**src/design/r2h_pkg.sv**
```systemverilog
// Shared types, constants and the divider step function for the RGB to HSV converter.
`timescale 1ns / 1ps

package r2h_pkg;

  // Hue resolution and the derived sector scale.
  localparam int HUE_FRAC_BITS = 6;
  localparam int HUE_SCALE     = 60 << HUE_FRAC_BITS;
  localparam int HUE_FULL      = 360 << HUE_FRAC_BITS;

  // Internal hue arithmetic width, wide enough for the full circle at this resolution.
  localparam int HUE_CALC_W = 18;

  // Divider geometry: 24-bit dividend, 8-bit divisor, 16 quotient bits.
  localparam int DIV_STEPS = 16;
  localparam int DEN_W     = 8;
  localparam int DVD_W     = DEN_W + DIV_STEPS;

  // Output field widths.
  localparam int HUE_W = 15;
  localparam int SAT_W = 16;
  localparam int CH_W  = 8;

  // Sector that holds the largest channel.
  typedef enum logic [1:0] {
    SEC_RED,
    SEC_GREEN,
    SEC_BLUE
  } sector_t;

  // Per-pixel control carried alongside the two divisions.
  typedef struct packed {
    sector_t           sector;
    logic              neg;
    logic              hue_zero;
    logic              sat_zero;
    logic [CH_W-1:0]   bright;
  } side_t;

  // One lane of the restoring divider: partial remainder, dividend/quotient word, divisor.
  typedef struct packed {
    logic [DEN_W-1:0]     rem;
    logic [DIV_STEPS-1:0] work;
    logic [DEN_W-1:0]     den;
  } lane_t;

  // Starts a lane from a dividend that is known to be below den << DIV_STEPS.
  function automatic lane_t lane_init(input logic [DVD_W-1:0] dvd, input logic [DEN_W-1:0] den);
    lane_t l;
    l.rem  = dvd[DVD_W-1:DIV_STEPS];
    l.work = dvd[DIV_STEPS-1:0];
    l.den  = den;
    return l;
  endfunction

  // One restoring step: bring down the next dividend bit and shift in one quotient bit.
  function automatic lane_t lane_step(input lane_t l);
    lane_t          o;
    logic [DEN_W:0] t;
    logic [DEN_W:0] d;
    logic           ge;
    t  = {l.rem, l.work[DIV_STEPS-1]};
    d  = {1'b0, l.den};
    ge = (t >= d);
    o.rem  = ge ? DEN_W'(t - d) : t[DEN_W-1:0];
    o.work = {l.work[DIV_STEPS-2:0], ge};
    o.den  = l.den;
    return o;
  endfunction

endpackage

```
**src/design/r2h_front.sv**
```systemverilog
// Front stages: channel extremes and sector selection, then dividend formation.
`timescale 1ns / 1ps

module r2h_front
  import r2h_pkg::*;
(
  input  logic        clk,
  input  logic        rst_n,
  input  logic        adv,
  input  logic        in_valid,
  input  logic [31:0] in_pixel_word,
  output logic        valid_o,
  output side_t       side_o,
  output lane_t       sat_o,
  output lane_t       hue_o
);

  logic [CH_W-1:0] r, g, b;
  logic [CH_W-1:0] mx, mn, pos, negv;
  sector_t         sec;

  logic            s1_valid_r;
  side_t           s1_side_r, s1_side_nxt;
  logic [CH_W-1:0] s1_delta_r, s1_delta_nxt;
  logic [CH_W-1:0] s1_num_r, s1_num_nxt;

  logic            s2_valid_r;
  side_t           s2_side_r;
  lane_t           s2_sat_r, s2_sat_nxt;
  lane_t           s2_hue_r, s2_hue_nxt;

  logic [DVD_W-1:0] sat_dvd;
  logic [DVD_W-1:0] hue_dvd;

  // Largest and smallest channel, with red over green over blue on ties.
  always_comb begin
    r   = in_pixel_word[31:24];
    g   = in_pixel_word[23:16];
    b   = in_pixel_word[15:8];
    mx  = (r > g) ? ((r > b) ? r : b) : ((g > b) ? g : b);
    mn  = (r < g) ? ((r < b) ? r : b) : ((g < b) ? g : b);
    if (mx == r) begin
      sec  = SEC_RED;
      pos  = g;
      negv = b;
    end else if (mx == g) begin
      sec  = SEC_GREEN;
      pos  = b;
      negv = r;
    end else begin
      sec  = SEC_BLUE;
      pos  = r;
      negv = g;
    end
    s1_delta_nxt         = mx - mn;
    s1_num_nxt           = (pos >= negv) ? (pos - negv) : (negv - pos);
    s1_side_nxt.sector   = sec;
    s1_side_nxt.neg      = (pos < negv);
    s1_side_nxt.hue_zero = (mx == mn);
    s1_side_nxt.sat_zero = (mx == '0);
    s1_side_nxt.bright   = mx;
  end

  // Dividends: delta * 65535 for saturation and num * scale for hue.
  always_comb begin
    sat_dvd    = {s1_delta_r, {DIV_STEPS{1'b0}}} - DVD_W'(s1_delta_r);
    hue_dvd    = DVD_W'(s1_num_r) * DVD_W'(HUE_SCALE);
    s2_sat_nxt = lane_init(sat_dvd, s1_side_r.bright);
    s2_hue_nxt = lane_init(hue_dvd, s1_delta_r);
  end

  // Stage valid bits.
  always_ff @(posedge clk) begin
    if (!rst_n) begin
      s1_valid_r <= 1'b0;
      s2_valid_r <= 1'b0;
    end else if (adv) begin
      s1_valid_r <= in_valid;
      s2_valid_r <= s1_valid_r;
    end
  end

  // Stage payload.
  always_ff @(posedge clk) begin
    if (adv) begin
      s1_side_r  <= s1_side_nxt;
      s1_delta_r <= s1_delta_nxt;
      s1_num_r   <= s1_num_nxt;
      s2_side_r  <= s1_side_r;
      s2_sat_r   <= s2_sat_nxt;
      s2_hue_r   <= s2_hue_nxt;
    end
  end

  assign valid_o = s2_valid_r;
  assign side_o  = s2_side_r;
  assign sat_o   = s2_sat_r;
  assign hue_o   = s2_hue_r;

endmodule

```
**src/design/r2h_div.sv**
```systemverilog
// Pipelined restoring divider: two lanes, one quotient bit per stage.
`timescale 1ns / 1ps

module r2h_div
  import r2h_pkg::*;
(
  input  logic  clk,
  input  logic  rst_n,
  input  logic  adv,
  input  logic  valid_i,
  input  side_t side_i,
  input  lane_t sat_i,
  input  lane_t hue_i,
  output logic  valid_o,
  output side_t side_o,
  output lane_t sat_o,
  output lane_t hue_o
);

  logic  valid_r [DIV_STEPS];
  side_t side_r  [DIV_STEPS];
  lane_t sat_r   [DIV_STEPS];
  lane_t hue_r   [DIV_STEPS];

  for (genvar k = 0; k < DIV_STEPS; k++) begin : g_stage
    logic  v_src;
    side_t s_src;
    lane_t sat_src;
    lane_t hue_src;

    // Each stage takes from the one before it, the first from the front end.
    if (k == 0) begin : g_first
      assign v_src   = valid_i;
      assign s_src   = side_i;
      assign sat_src = sat_i;
      assign hue_src = hue_i;
    end else begin : g_next
      assign v_src   = valid_r[k-1];
      assign s_src   = side_r[k-1];
      assign sat_src = sat_r[k-1];
      assign hue_src = hue_r[k-1];
    end

    always_ff @(posedge clk) begin
      if (!rst_n) begin
        valid_r[k] <= 1'b0;
      end else if (adv) begin
        valid_r[k] <= v_src;
      end
    end

    always_ff @(posedge clk) begin
      if (adv) begin
        side_r[k] <= s_src;
        sat_r[k]  <= lane_step(sat_src);
        hue_r[k]  <= lane_step(hue_src);
      end
    end
  end

  assign valid_o = valid_r[DIV_STEPS-1];
  assign side_o  = side_r[DIV_STEPS-1];
  assign sat_o   = sat_r[DIV_STEPS-1];
  assign hue_o   = hue_r[DIV_STEPS-1];

endmodule

```
**src/design/r2h_back.sv**
```systemverilog
// Back stage: hue sector offset and wrap, special cases, and the output register.
`timescale 1ns / 1ps

module r2h_back
  import r2h_pkg::*;
(
  input  logic             clk,
  input  logic             rst_n,
  input  logic             adv,
  input  logic             valid_i,
  input  side_t            side_i,
  input  lane_t            sat_i,
  input  lane_t            hue_i,
  output logic             out_valid,
  output logic [HUE_W-1:0] out_hue,
  output logic [SAT_W-1:0] out_saturation,
  output logic [CH_W-1:0]  out_brightness
);

  logic                  valid_r;
  logic [HUE_W-1:0]      hue_r, hue_nxt;
  logic [SAT_W-1:0]      sat_r, sat_nxt;
  logic [CH_W-1:0]       bright_r;
  logic [HUE_CALC_W-1:0] q;
  logic [HUE_CALC_W-1:0] base;
  logic [HUE_CALC_W-1:0] hue_full;

  // Apply the sector base and the sign of the quotient.
  always_comb begin
    q = HUE_CALC_W'(hue_i.work);
    unique case (side_i.sector)
      SEC_RED:   base = '0;
      SEC_GREEN: base = HUE_CALC_W'(2 * HUE_SCALE);
      SEC_BLUE:  base = HUE_CALC_W'(4 * HUE_SCALE);
      default:   base = '0;
    endcase
    if (!side_i.neg) begin
      hue_full = base + q;
    end else if (side_i.sector == SEC_RED) begin
      // A negative red hue wraps around the circle, unless it truncated to zero.
      hue_full = (q == '0) ? '0 : HUE_CALC_W'(HUE_FULL) - q;
    end else begin
      hue_full = base - q;
    end
    hue_nxt = side_i.hue_zero ? '0 : hue_full[HUE_W-1:0];
    sat_nxt = side_i.sat_zero ? '0 : sat_i.work;
  end

  always_ff @(posedge clk) begin
    if (!rst_n) begin
      valid_r <= 1'b0;
    end else if (adv) begin
      valid_r <= valid_i;
    end
  end

  always_ff @(posedge clk) begin
    if (adv) begin
      hue_r    <= hue_nxt;
      sat_r    <= sat_nxt;
      bright_r <= side_i.bright;
    end
  end

  assign out_valid      = valid_r;
  assign out_hue        = hue_r;
  assign out_saturation = sat_r;
  assign out_brightness = bright_r;

endmodule

```
**src/design/rgb_to_hsv_converter_unit.sv**
```systemverilog
// Top level of the RGB to HSV converter: front end, bit-per-stage divider and back end.
//
//  channel   direction  handshake           payload
//  in_       input      in_valid/in_stall   in_pixel_word[31:0]
//  out_      output     out_valid/out_stall out_hue[14:0], out_saturation[15:0],
//                                           out_brightness[7:0]
//
// One pixel is accepted every cycle while the output is not stalled; each result
// passes through two front stages, sixteen divider stages (one quotient bit each)
// and the output register. Reset clears only the stage valid bits; there is
// no state between pixels. A stalled output freezes the whole pipeline, so
// in_stall follows out_stall while a result is waiting; nothing is dropped
// or repeated.
`timescale 1ns / 1ps

module rgb_to_hsv_converter_unit
  import r2h_pkg::*;
(
  input  logic             clk,
  input  logic             rst_n,
  input  logic             in_valid,
  output logic             in_stall,
  input  logic [31:0]      in_pixel_word,
  output logic             out_valid,
  input  logic             out_stall,
  output logic [HUE_W-1:0] out_hue,
  output logic [SAT_W-1:0] out_saturation,
  output logic [CH_W-1:0]  out_brightness
);

  logic  adv;
  logic  f_valid, d_valid;
  side_t f_side, d_side;
  lane_t f_sat, f_hue, d_sat, d_hue;

  // The pipeline moves unless a finished result is held by the receiver.
  assign adv      = !(out_valid && out_stall);
  assign in_stall = !adv;

  r2h_front u_front (
    .clk           (clk),
    .rst_n         (rst_n),
    .adv           (adv),
    .in_valid      (in_valid),
    .in_pixel_word (in_pixel_word),
    .valid_o       (f_valid),
    .side_o        (f_side),
    .sat_o         (f_sat),
    .hue_o         (f_hue)
  );

  r2h_div u_div (
    .clk     (clk),
    .rst_n   (rst_n),
    .adv     (adv),
    .valid_i (f_valid),
    .side_i  (f_side),
    .sat_i   (f_sat),
    .hue_i   (f_hue),
    .valid_o (d_valid),
    .side_o  (d_side),
    .sat_o   (d_sat),
    .hue_o   (d_hue)
  );

  r2h_back u_back (
    .clk            (clk),
    .rst_n          (rst_n),
    .adv            (adv),
    .valid_i        (d_valid),
    .side_i         (d_side),
    .sat_i          (d_sat),
    .hue_i          (d_hue),
    .out_valid      (out_valid),
    .out_hue        (out_hue),
    .out_saturation (out_saturation),
    .out_brightness (out_brightness)
  );

endmodule

```
**config.mk**
```make
export PLATFORM = sky130hd
export DESIGN_NAME = rgb_to_hsv_converter_unit
export DESIGN_NICKNAME = d
export VERILOG_FILES = /design/src/design/r2h_pkg.sv /design/src/design/r2h_front.sv /design/src/design/r2h_div.sv /design/src/design/r2h_back.sv /design/src/design/rgb_to_hsv_converter_unit.sv
export SDC_FILE = /design/constraint.sdc
export NUM_CORES = 2
export LEC_CHECK = 0
export ABC_AREA = 1
export BUFFER_PORTS_ARGS = -buffer_cell sky130_fd_sc_hd__buf_2
export CAP_MARGIN = 20
export CORE_UTILIZATION = 55
export CTS_CLUSTER_SIZE = 25
export DETAILED_ROUTE_END_ITERATION = 7
export PLACE_DENSITY_LB_ADDON = 0.12
export SLEW_MARGIN = 20
export SYNTH_ARGS = -nofsm -noshare
export SYNTH_HDL_FRONTEND = slang
export SYNTH_SLANG_ARGS = --single-unit
```
**constraint.sdc**
```tcl
create_clock -name clk -period 48.4 [get_ports clk]
set_input_delay 2.42 -clock clk [delete_from_list [all_inputs] [get_ports clk]]
set_output_delay 2.42 -clock clk [all_outputs]
set_load 0.03 [all_outputs]
```
# Word level (Yosys, flattened, before mapping)
# Memories as Yosys holds them, arrays and structs flattened. A register that Yosys moved wholly into a read port is not among the register bits.
# Index checks and enable logic that the tools add are counted.
[totals]
ram_bits = 1248
in_bits = 36
word_cells = 201
output_inout_bits = 41
regBits = 111
mem_count = 4
[mem_list]
columns = ["name", "words", "word_bits", "read_ports", "rd_ports_with_merged_regs", "wr", "line", "source"]
rows = [
  ["u_div.hue_r", 16, 32, 16, 0, 16, "r2h_div.sv:23", "lane_t hue_r [DIV_STEPS];"],
  ["u_div.sat_r", 16, 32, 16, 1, 16, "r2h_div.sv:22", "lane_t sat_r [DIV_STEPS];"],
  ["u_div.side_r", 16, 13, 16, 0, 16, "r2h_div.sv:21", "side_t side_r [DIV_STEPS];"],
  ["u_div.valid_r", 16, 1, 16, 1, 16, "r2h_div.sv:20", "logic valid_r [DIV_STEPS];"],
]
[op_classes]
n_reduce_logical = 7
n_mul = 1
addsub = 39
eq_ne = 5
n_lt_le_gt_ge = 40
bitwise_logic = 16
mux = 68
[ops]
columns = ["cell", "n"]
rows = [
  ["$mux W8", 43],
  ["$ge A9 B8 Y1", 31],
  ["$sub A8 B8 Y8", 34],
  ["$mux W15", 3],
  ["$lt A8 B8 Y1", 4],
  ["$pmux W14 S2", 1],
  ["$eq A8 B8 Y1", 3],
  ["$gt A8 B8 Y1", 3],
  ["$sub A24 B8 Y24", 1],
  ["$mux W1", 20],
  ["$logic_not A16 Y1", 1],
  ["$or A1 B1 Y1", 16],
  ["$add A14 B15 Y15", 1],
  ["$sub A14 B15 Y15", 1],
  ["$sub A15 B15 Y15 const A", 1],
  ["$mul A8 B4 Y12 const B", 1],
  ["$ge A5 B8 Y1", 1],
  ["$ge A8 B8 Y1", 1],
  ["$logic_not A8 Y1", 1],
  ["$sub A5 B8 Y8", 1],
  ["$logic_not A1 Y1", 3],
  ["$eq A2 B1 Y1 const B", 1],
  ["$eq A2 B2 Y1 const B", 1],
  ["$logic_not A2 Y1", 1],
  ["other kinds (2)", 2],
]

# Depth between registers and ports, before layout
[depth]
depth_word = 8
ltp_mapped = 33
ltp_nobuf = 32

# Hierarchy
# Synthesis repeated with hierarchy kept, for this count alone.
[unflattened]
hier_cells = 5872
area_unflattened_um2 = 65352.7
[by_module_without_submodules]
columns = ["module", "area_per_inst_um2", "instances", "cells_per_inst", "seq_area_each_um2"]
rows = [
  ["r2h_div", 55744.7, 1, 4785, 37465.9],
  ["r2h_front", 6994.2, 1, 770, 2562.5],
  ["r2h_back", 2603.7, 1, 315, 1191.1],
  ["rgb_to_hsv_converter_unit", 10.0, 1, 2, 0.0],
]

# Worst setup path after synthesis
# No wires, ideal clock.
[synth_timing]
kind = "input-to-reg"
start = "input out_stall"
end = "memory u_div.valid_r[0], enable pin"
t_arrival_ns = 33.913
setup_time_ns = 0.411
path_buffers = 0
stages = 3
required_ns = 47.989
setup_slack_ns = 14.076
cell_sequence = "nand2_1 inv_1 nand2_1"
[synth_rtl]
columns = ["item", "line", "source"]
rows = [
  ["start, declared", "rgb_to_hsv_converter_unit.sv:25", "input logic out_stall,"],
  ["end, declared", "r2h_div.sv:20", ""],
]

# Worst setup path after layout
[layout_timing]
start = "input in_pixel_word[11]"
end = "register u_front.s1_num_r[5], data pin"
[layout_via]
elab_chain_len = 8
elab_cells_between_ends = 15
classes_between = "add/sub: 2; order compare: 3; eq/ne: 2; mux: 8"
[layout_rtl]
columns = ["item", "line", "source"]
rows = [
  ["start, declared", "rgb_to_hsv_converter_unit.sv:23", "input logic [31:0] in_pixel_word,"],
  ["$gt A8 B8 Y1", "r2h_front.sv:40", "mx = (r > g) ? ((r > b) ? r : b) : ((g > b) ? g : b);"],
  ["$mux W8", "r2h_front.sv:40", ""],
  ["$mux W8 *", "r2h_front.sv:40", ""],
  ["named net u_front.mx[2]", "r2h_front.sv:19", "logic [CH_W-1:0] mx, mn, pos, negv;"],
  ["$eq A8 B8 Y1", "r2h_front.sv:46", "end else if (mx == g) begin"],
  ["$mux W8", "r2h_front.sv:46", ""],
  ["$mux W8", "r2h_front.sv:42", "if (mx == r) begin"],
  ["$sub A8 B8 Y8 or $ge A8 B8 Y1 (tied branches)", "r2h_front.sv:56", "s1_num_nxt = (pos >= negv) ? (pos - negv) : (negv - pos);"],
  ["$mux W8 *", "r2h_front.sv:56", ""],
  ["named net u_front.s1_num_nxt[5]", "r2h_front.sv:25", "logic [CH_W-1:0] s1_num_r, s1_num_nxt;"],
  ["end signal, assigned", "r2h_front.sv:88", "s1_num_r <= s1_num_nxt;"],
  ["end, declared", "r2h_front.sv:25", ""],
]
# The timed path passes the listed nets; every way through them passes the cells marked *.
# A chain may end at the register's enable or synchronous reset.

==> reports/metrics.yaml <==
grtUsageTotal_pct: 16.8
ys.flop_type: "edfxtp_1"
clkTransAtPathRegs_ns: 0.06
post_cts_buffers: 0
critPathRequiredTime_ns: 48.81
r2r_setup_slack_ns: 43.55
grt.busiest_layer: "met2"
startpoint_type: "input port"
synthesis.area_um2: 50600
area.growth.synth_to_final_pct: 10.8
grt_max_degree: 205
initial_core_util_pct: 55.9
setup-violations-final: 0
synth.ff_latch_count: 1112
avgSynthCellArea_um2: 12.6
path_class: "input port to register"
clockBufferDepth: 3
drive_gt1_share_pct: 7.11
tns_ns: 0
ctsHoldBuffers: 0
seq_area_frac_synth_pct: 65.9
finalNetCount: 4566
worst-path-stages: 28
postSynthCellCount: 4011
cts-root-buf: "clkbuf_16"
drt_iter0_drc: 1640
synth-edff-count: 1108
swShare_pct: 33.6
fp.dieW_um: 305
skew_ns: 0.0246
gp_congestion: 0.854
yosysUniqueCellTypes: 47
r2r-start: "u_back.out_valid$_SDFFE_PN0N_"
syn_nets: 4426
cp-end-kind: "register"
cts_max_level: 3
slew_headroom_pct: 21.0
power_frac_comb_pct: 35.5
cpMaxStageDelayCell: "nand2_1"
vias_per_cell: 5.18
port_buffers: 68
io_pins: 77
die_height_um: 305
multi_input_area_um2: 14900
r2r_end: "u_div.hue_r[2][27]$_DFFE_PN_"
cts.sinks: 1112
antenna_found_initial: 0
fin_cells: 5423
hold_path.startpoint: "u_div.hue_r[4][22]$_DFFE_PN_"
period_minus_slack_ns: 7.78
power_switching_mw: 1.38
grt.met1_usage_pct: 18.3
seqCellArea_um2: 33400
endpoint: "u_front.s1_num_r[5]$_DFFE_PN_"
async_reset_ff_share_pct: 0
p_int_mw: 2.73
met2_usage_pct: 31.8
cts_resized: 0
coreArea_um2: 90600
met3_usage_pct: 2.90
vias: 28113
cts_tree: "done"
critPathBufInv: 3
drc: 0
grt_setup_unrepaired: "false"
powerDensity_nw_per_um2: 73.3
critical_path.most_common_cell: "nand2_1"
fillCellCount: 6876
row_count: 110
min_period_over_period_pct: 16.1
post_drt_wl_per_cell_um: 14.3
drv_cap: 0
critical_path.max_stage_delay_ns: 0.57
worst_pin_slew_ns: 1.19
ant_nets: 0
final_hold_viol_count: 0
clock_latency_ns: 0.68
worst_hold_path_type: "register to register"
cts_made_buffers: 111
crit_family: "simple AND/OR/NAND/NOR gates"
grt_pass1_vias: 27841
fmax_mhz: 129
outcome: "completed"
ff2ff_path_depth: 5
p_leak_nw: 23.8
p_clk_share_pct: 21.2
ys_top_cells_by_count: "1108 x edfxtp_1, 578 x inv_1, 402 x nand2_1"
cp-startpoint: "in_pixel_word[11]"
yosysMostFrequentCell: "edfxtp_1"
slew_violations: 0
crit_fanout: 21
placed_cells: 5214
dr.pass1.iters: 5
vdd_ir_drop_max_v: 0.0000378
totalWireLength_um: 77300
synth_area_leaders: "edfxtp_1 66%, ha_1 8.2%, inv_1 4.3%"
die_area_um2: 93300
post-dp-hpwl_um: 52800
diodes: 0
overflow: 0
yosysWarnings: 0
synth_top_area_share_pct: 65.7
grt_pass1_wl_um: 128000
share_seq_of_total_power_pct: 43.3
synth_top_area_cell: "edfxtp_1"
crit_arrival_ns: 8.18
## final cells by class
type                       instances  share of cell area (%)
sequential                      1112                    59.4
clock buffer                     129                    5.29
clock inverter                    80                    1.46
inverter                         578                    3.87
timing repair buffer              79                   0.820
multi-input combinational       2269                    26.5
tap                             1176                    2.62
## how the worst min path moves through the flow
stage                                          to  slack, ns  depth (start not counted)
3_3_place_gp        u_div.sat_r[10][15]$_DFFE_PN_       0.40                          0
4_1_cts              u_div.sat_r[0][15]$_DFFE_PN_       0.41                          0
2_1_floorplan  u_back.out_brightness[0]$_DFFE_PN_       0.40                          0
6_report             u_div.hue_r[5][23]$_DFFE_PN_       0.41                          0
3_5_place_dp        u_div.hue_r[10][11]$_DFFE_PN_       0.40                          0
5_1_grt              u_div.hue_r[3][11]$_DFFE_PN_       0.41                          0
## cell families after synthesis
family / share of synthesized area [%]
multiplexers: 0.0840
buffers and inverters: 4.80
AND/OR/NAND/NOR: 9.15
flip-flops: 65.9
adder cells (fa/ha/maj): 10.1
XOR/XNOR: 3.37
AO/OA/AOI/OAI: 6.66
## placed cells by master (no fill, tap or decap), drive strengths merged, types with 5 or more instances in the layout
master,instances
fa,47
a21oi,321
clkinv,48
nand3,171
o211ai,6
nand4,38
a21o,35
inv,582
clkinvlp,13
or3,6
clkbuf,129
bufinv,15
o21bai,27
a31oi,6
buf,79
o41ai,9
nor4,5
xnor2,53
a211oi,25
ha,332
nor3,52
nand2,416
o21ai,155
a32oi,6
xor2,142
nor2,394
edfxtp,1108
## sequential cells by signal, summed over array words and instances, names as in the netlist, 8 cells and up
name	flops
u_front.side_o	13
u_back.out_hue	15
u_front.s1_side_r	13
u_div.valid_r	16
u_back.out_saturation	16
u_div.side_r	160
u_div.hue_r	389
u_front.sat_o	22
u_front.s1_num_r	8
u_back.out_brightness	8
u_front.s1_delta_r	8
u_div.sat_r	421
u_front.hue_o	20
## power groups by stage
stage	clock (mW)	sequential [mW]	combinational [mW]
5_1_grt	0.931	1.82	1.68
4_1_cts	0.897	1.78	1.47
6_report	0.873	1.78	1.46
2_1_floorplan	0	1.77	1.15
3_3_place_gp	0	1.79	1.41
3_5_place_dp	0	1.80	1.46
## metrics by stage
step                      power, mW  worst slack (ns)  utilization, %  hold slack, ns  cell area [um2]
after floorplan                2.92             14.08               -           0.400            50600
after global placement         3.20             39.99            57.8           0.400            52300
after detailed placement       3.26             40.01            57.8           0.405            52300
after CTS                      4.15             40.75            62.0           0.406            56100
after global routing           4.43             40.13            62.0           0.415            56100
final                          4.11             40.62            62.0           0.407            56100
## metal layers
metal	share of wire, %	routed length (um)
met4	3.6	2770
met5	0	0
met1	40	30800
met2	53	41300
met3	3.2	2470
Note: power is estimated with default switching activity, not from simulation.
